--- src/design/dsfmt_linear_generator_top_assert.svh ---
// Assertion macros used by the generator's top level.
`ifndef DSFMT_LINEAR_GENERATOR_TOP_ASSERT_SVH
`define DSFMT_LINEAR_GENERATOR_TOP_ASSERT_SVH

// Same-cycle implication, clocked on clk_i, off during reset.
`define DSFMT_ASSERT_NOW(label, ante, cons, msg) \
  label: assert property (@(posedge clk_i) disable iff (!rst_ni) (ante) |-> (cons)) \
    else $error(msg);

// Next-cycle implication, clocked on clk_i, off during reset.
`define DSFMT_ASSERT_NEXT(label, ante, cons, msg) \
  label: assert property (@(posedge clk_i) disable iff (!rst_ni) (ante) |=> (cons)) \
    else $error(msg);

`endif

--- src/design/dsfmt_lg_pkg.sv ---
package dsfmt_lg_pkg;

  localparam int WORD_COUNT  = 191;
  localparam int ADDR_W      = $clog2(WORD_COUNT);
  localparam int LANE_W      = 64;
  localparam int VALUE_W     = 52;
  localparam int SHIFT_RIGHT = 12;
  localparam int LUNG_ROT    = 32;
  localparam int OFF_W       = 8;
  localparam int SHIFT_W     = 6;
  // load count runs 0 .. 2N+2, read position 0 .. 2N
  localparam int LC_W        = $clog2(2 * WORD_COUNT + 3);
  localparam int POS_W       = $clog2(2 * WORD_COUNT + 1);
  localparam int BPTR_W      = (ADDR_W > OFF_W) ? ADDR_W : OFF_W;
  localparam int CFG_IDX_W   = 2;

  typedef logic [1:0]        op_t;
  typedef logic [LANE_W-1:0] lane_t;

  localparam op_t OP_LOAD  = 2'd0;
  localparam op_t OP_START = 2'd1;
  localparam op_t OP_DRAW  = 2'd2;

  localparam logic [CFG_IDX_W-1:0] CFG_PICK_OFFSET = 2'd0;
  localparam logic [CFG_IDX_W-1:0] CFG_LEFT_SHIFT  = 2'd1;
  localparam logic [CFG_IDX_W-1:0] CFG_MASK_LOW    = 2'd2;
  localparam logic [CFG_IDX_W-1:0] CFG_MASK_HIGH   = 2'd3;

  // controller -> datapath
  typedef struct packed {
    logic load;       // write accepted seed lane
    logic start;      // start request: clear counts, arm zero check
    logic pos_clear;  // draw wrap: read position back to 0
    logic scan_chk;   // fold current word into the zero check
    logic idx_step;   // advance word index
    logic guard;      // force lung low lane to 1 if everything was zero
    logic off_load;   // load offset pointer, clear word index
    logic off_sub;    // offset pointer minus word count
    logic gen_wr;     // write back one recursed word, update lung
    logic rd_lane;    // port A reads the lane at the read position
    logic emit;       // capture lane into the output register
  } cmd_t;

  // datapath -> controller
  typedef struct packed {
    logic idx_last;
    logic off_ge;
    logic pos_end;
    logic out_free;
  } status_t;

endpackage

--- src/design/dsfmt_lg_ctrl.sv ---
module dsfmt_lg_ctrl (
  input  logic                  clk_i,
  input  logic                  rst_ni,
  input  logic                  in_valid_i,
  output logic                  in_stall_o,
  input  dsfmt_lg_pkg::op_t     op_i,
  input  dsfmt_lg_pkg::status_t status_i,
  output dsfmt_lg_pkg::cmd_t    cmd_o
);

  import dsfmt_lg_pkg::*;

  localparam logic [2:0] ST_IDLE     = 3'd0;
  localparam logic [2:0] ST_SCAN_RD  = 3'd1;
  localparam logic [2:0] ST_SCAN_CHK = 3'd2;
  localparam logic [2:0] ST_REDUCE   = 3'd3;
  localparam logic [2:0] ST_GEN_RD   = 3'd4;
  localparam logic [2:0] ST_GEN_WR   = 3'd5;
  localparam logic [2:0] ST_EMIT_RD  = 3'd6;
  localparam logic [2:0] ST_EMIT     = 3'd7;

  logic [2:0] state_q, state_d;
  logic       accept;

  assign in_stall_o = (state_q != ST_IDLE);
  assign accept     = in_valid_i && (state_q == ST_IDLE);

  always_comb begin
    state_d = state_q;
    cmd_o   = '0;
    case (state_q)
      ST_IDLE: begin
        if (accept) begin
          case (op_i)
            OP_LOAD: begin
              cmd_o.load = 1'b1;
            end
            OP_START: begin
              cmd_o.start = 1'b1;
              state_d     = ST_SCAN_RD;
            end
            OP_DRAW: begin
              if (status_i.pos_end) begin
                cmd_o.pos_clear = 1'b1;
                cmd_o.off_load  = 1'b1;
                state_d         = ST_REDUCE;
              end else begin
                state_d = ST_EMIT_RD;
              end
            end
            default: begin
            end
          endcase
        end
      end
      ST_SCAN_RD: begin
        state_d = ST_SCAN_CHK;
      end
      ST_SCAN_CHK: begin
        cmd_o.scan_chk = 1'b1;
        if (status_i.idx_last) begin
          cmd_o.guard    = 1'b1;
          cmd_o.off_load = 1'b1;
          state_d        = ST_REDUCE;
        end else begin
          cmd_o.idx_step = 1'b1;
          state_d        = ST_SCAN_RD;
        end
      end
      ST_REDUCE: begin
        if (status_i.off_ge) begin
          cmd_o.off_sub = 1'b1;
        end else begin
          state_d = ST_GEN_RD;
        end
      end
      ST_GEN_RD: begin
        state_d = ST_GEN_WR;
      end
      ST_GEN_WR: begin
        cmd_o.gen_wr = 1'b1;
        state_d      = status_i.idx_last ? ST_EMIT_RD : ST_GEN_RD;
      end
      ST_EMIT_RD: begin
        cmd_o.rd_lane = 1'b1;
        state_d       = ST_EMIT;
      end
      ST_EMIT: begin
        cmd_o.rd_lane = 1'b1;
        if (status_i.out_free) begin
          cmd_o.emit = 1'b1;
          state_d    = ST_IDLE;
        end
      end
      default: begin
        state_d = ST_IDLE;
      end
    endcase
  end

  always_ff @(posedge clk_i or negedge rst_ni) begin
    if (!rst_ni) begin
      state_q <= ST_IDLE;
    end else begin
      state_q <= state_d;
    end
  end

endmodule

--- config.mk ---
export PLATFORM = sky130hd
export DESIGN_NAME = dsfmt_lg_ctrl
export DESIGN_NICKNAME = d
export VERILOG_FILES = /design/src/design/dsfmt_linear_generator_top_assert.svh /design/src/design/dsfmt_lg_pkg.sv /design/src/design/dsfmt_lg_ctrl.sv
export SDC_FILE = /design/constraint.sdc
export NUM_CORES = 1
export LEC_CHECK = 0
export CORE_AREA = 5 5 42 44
export DETAILED_ROUTE_END_ITERATION = 7
export DIE_AREA = 0 0 47 49
export DONT_BUFFER_PORTS = 1
export GPL_ROUTABILITY_DRIVEN = 0
export SLEW_MARGIN = 20
export SYNTH_ARGS = -nofsm -noshare
export SYNTH_HDL_FRONTEND = slang
export SYNTH_SLANG_ARGS = --single-unit
--- constraint.sdc ---
create_clock -name clk_i -period 1.58 [get_ports clk_i]
set_clock_uncertainty 0.15 [all_clocks]
set_input_delay 0 -clock clk_i [delete_from_list [all_inputs] [get_ports clk_i]]
set_output_delay 0 -clock clk_i [all_outputs]
set_load 0.005 [all_outputs]
[Yosys cells after proc, flatten, opt, wreduce, memory -nomap -nowiden]
Index checks and enable logic that the tools add are counted.
Operators by class
  reduce and logical (&&, ||, !) cells: 6
  mux-type cells: 25
  equal/unequal tests: 13
Operator list (number)
  $pmux W3 S8: 1
  $mux W3: 7
  $eq A3 B3 Y1 const B: 4
  $mux W1: 12
  $eq A3 B2 Y1 const B: 2
  $mux W2: 3
  $ne A2 B2 Y1 const B: 3
  $pmux W3 S2: 1
  $reduce_and A4 Y1: 1
  $eq A3 B1 Y1 const B: 1
  $logic_not A3 Y1: 1
  $ne A3 B1 Y1 const B: 1
  $reduce_bool A3 Y1: 1
  $eq A2 B1 Y1 const B: 1
  $eq A2 B2 Y1 const B: 1
  $logic_not A2 Y1: 1
  $pmux W1 S2: 1
  $reduce_or A2 Y1: 1
  $logic_and A1 B1 Y1: 1
Word-level totals
  output and inout bits: 12
  bits of input ports: 9
  register bits: 3
  logic and storage cells: 45

[Logic depth before layout (Yosys ltp)]
  depth in word-level cells: 4
  depth in mapped cells: 5
  gate-level depth less buffers: 4

[Worst setup path after synthesis]
OpenSTA, ideal clock, no wires.
  path type: register -> register
  from: reg state_q[0]
  to: reg state_q[1]
  period minus slack after synthesis: 1.328 ns
  setup time: 0.131 ns
  data required time: 1.299 ns
  cell stages (with the launch flop): 5
  path buffers: 1
  data arrival time: 1.047 ns
  slack: 0.252 ns
  cell sequence: dfrtp_1 buf_2 or2_2 o221ai_1 a21oi_1
On the way
  longest elaborated chain between the ends: 4
  elaborated cells on any way between the ends: 15
  those cells by class: eq/ne: 11; mux: 1; reduce/logical: 3
RTL lines
  from (decl): line dsfmt_lg_ctrl.sv:22  | logic [2:0] state_q, state_d;
  from (signal assigned): line dsfmt_lg_ctrl.sv:105  | state_q <= state_d;
  $logic_not A3 Y1: line dsfmt_lg_ctrl.sv:26, dsfmt_lg_ctrl.sv:31
  $logic_and A1 B1 Y1: line dsfmt_lg_ctrl.sv:26  | assign accept = in_valid_i && (state_q == ST_IDLE);
  $ne A2 B2 Y1 (no source line)
  $reduce_and A4 Y1 (no source line)
Several ways; a longest one is shown, not always the timed one.
A chain may end at the register's enable or synchronous reset.

==> impl_metrics.yaml <==
critical_path:
  reg2reg_from: "state_q[0]"
  end_kind: "output pin"
  path_class: "reg2out"
  crit_buf_inv: 0
  path_depth: 3
  worstPathMaxFanout: 10
  endpoint: "cmd_o[4]"
  r2r_cells: 4
  slowest_delay_ns: 0.49
  required_ns: 1.43
  reg2reg_to: "state_q[0]"
  crit_start: "state_q[1]"
  crit_chain: "nor3b_4, and2_1, o21bai_1"
  startpoint_type: "flop"
  crit_family: "flip-flops"
  reg2reg_slack_ns: 0.18
  worstPathArrival_ns: 1.34
  slowest_stage: "dfrtp_1"
grt:
  grt_pass1_wl_um: 1380
  antenna_found_initial: 0
  overflow: 0
  grt_max_degree: 13
  first_global_vias: 310
  gr-usage-all-layers: 0.08956
route:
  via_per_inst: 5.109
  drc: 0
  dr_wl_met2_um: 434
  postRouteWirelength_um: 908
  met3_length_um: 56
  dr.pass1.iters: 4
  via_count: 327
  first_iter_violations: 4
  drt-met1-wl_um: 366
  ant_nets: 0
  wl_per_cell_um: 14.19
  highest_layer: "met4"
timing:
  period_share: 0.9440
  finalWorstSetupSlack_ns: 0.08846
  maxSlewViolCount: 0
  fmax_mhz: 670.4
  setup_viol: 0
  hold_viol: 0
  tightest_slew_ns: 0.2772
  relSlewSlack: 0.8152
  rsz0062_at_grt: "no"
  min_period_ns: 1.492
  setup-tns-final_ns: 0
placement:
  dp_cells: 51
  io_buffers: 0
  place.detailed.hpwl_um: 638
  place_ws_ns: 0.1619
  placed_cell_area_um2: 315.3
flow_run:
  maxCapViolCount: 0
logic_synthesis:
  syn_area_um2: 310.3
  async_flop_share: 1.000
  synth_cells: 38
  synth_commonest_cells: "4 x nand2_1, 3 x buf_2, 3 x dfrtp_1, 3 x nor3b_1"
  synth_top_area_frac: 0.2419
  yosysSeqAreaShare: 0.2419
  synth_cell_type_count: 26
  synth.avg_cell_area_um2: 8.166
  synth_enable_flop_cells: 0
  yosysTopAreaCell: "dfrtp_1"
  ys_ff_latch: 3
  synthTopCellsByArea: "dfrtp_1 24%, nor3b_1 7.3%, buf_2 4.8%, nand2_1 4.8%, and2_1 4.0%"
  ys.warnings.count: 0
  ys.flop_type: "dfrtp_1"
  syn_nets: 47
  yosysMostFrequentCell: "nand2_1"
min_path:
  holdCritPathClass: "in2out"
cells_and_area:
  largest_register: "state_q"
  largest_reg_flops: 3
  drive_gt1_frac: 0.2292
  area_growth_pct: 43.55
  fin_cells: 64
  antennaDiodeCount: 0
  finalInstanceArea_um2: 445.4
  fillers: 158
  final_nets: 58
  reg_top3: "state_q x3"
cts:
  clock_path_buffers: 2
  cts-root-buf: "clkbuf_4"
  cts.clk_slew.worst_paths_ns: 0.04
  clock_latency_ns: 0.24
  postCtsSetupBuffers: 0
  clock-sinks: 3
  cts_tree: "yes"
  h-tree-depth: 1
  cts-buffers-inserted: 3
floorplan:
  die_height_um: 49
  die_w_um: 47
  fp-row-count: 14
  initial_utilization: 0.2214
  ios: 21
  die_area_um2: 2303
  core_area_um2: 1401
outcome:
  outcome: "finished, final reports clean"
pwr:
  p_per_area_nw_per_um2: 1546
  p_leak_nw: 0.1587
  vdd_drop_max_v: 0.0005496
routing by layer:
metal  GRT usage  up-vias
met3     0.01476        5
li1            -      160
met2      0.1267       14
met4      0.1106        0
met5           0        -
met1     0.09492      148
timing repair:
item	CTS	global route
hold buffers	9	0
endpoints found under the setup margin	0	2
endpoints found under the hold margin	13	0
resized for setup	0	4
logic make-up (layout without fill, tap and decap cells):
logic type      count (synthesis)  count (layout)  share of synthesized area
flops                           3               3                     0.2419
xor+xnor                        1               1                    0.02823
compound gates                  8               8                     0.2097
simple gates                   21              21                     0.4274
buf+inv                         4              14                    0.06046
mux                             1               1                    0.03226
metrics by stage:
stage            util  hold slack, ns  power (mW)
5_1_grt        0.3179         0.05429      0.7401
3_3_place_gp   0.2250         -0.4454      0.4918
6_report       0.3179        0.005724      0.6885
4_1_cts        0.3080        0.008991      0.6667
3_5_place_dp   0.2250         -0.4454      0.4996
2_1_floorplan       -         -0.4456      0.4669
cell usage in the layout (no fill, tap or decap), drive strengths merged:
cell type	n
o21bai	1
nand2	4
o2111ai	1
o31ai	1
o21ai	1
dlygate4sd3	9
or2	1
xor2	1
and3b	1
or3b	1
inv	1
a21oi	2
and2	2
nor2b	1
nor2	2
mux2i	1
nand3	1
dfrtp	3
clkbuf	4
o221ai	1
nor3	3
nand3b	1
nor3b	4
o32a	1
power breakdown:
| group | leakage [nW] | internal [mW] | switching [mW] |
|---|---|---|---|
| Sequential | 0.0335 | 0.124 | 0.121 |
| Clock | 0.0150 | 0.0948 | 0.0427 |
| Combinational | 0.110 | 0.157 | 0.149 |
| Total | 0.159 | 0.376 | 0.313 |
worst min path at each step:
stage                       start    endpoint  slack [ns]  cells after the start
after floorplan            rst_ni  state_q[0]       -0.45                      0
after global placement     rst_ni  state_q[2]       -0.45                      0
after detailed placement   rst_ni  state_q[2]       -0.45                      0
after CTS                 op_i[0]    cmd_o[8]       0.009                      2
after global routing      op_i[0]    cmd_o[8]        0.05                      2
final                     op_i[0]    cmd_o[8]       0.006                      2
worst register-to-register path: stages, from the launching register on:
cell     delay (ns)
dfrtp_2        0.47
nor3_2         0.23
inv_1          0.10
a21oi_2        0.20
o31ai_1        0.11
final cells by class:
type	count	area, um^2	share of cell area
clock buffers	4	26.28	0.05899
repair buffers	9	90.09	0.2022
multi-input cells	31	227.7	0.5112
well taps	16	20.02	0.04494
inverters	1	3.754	0.008427
flip-flops and latches	3	77.57	0.1742
(Power assumes the default switching activity.)
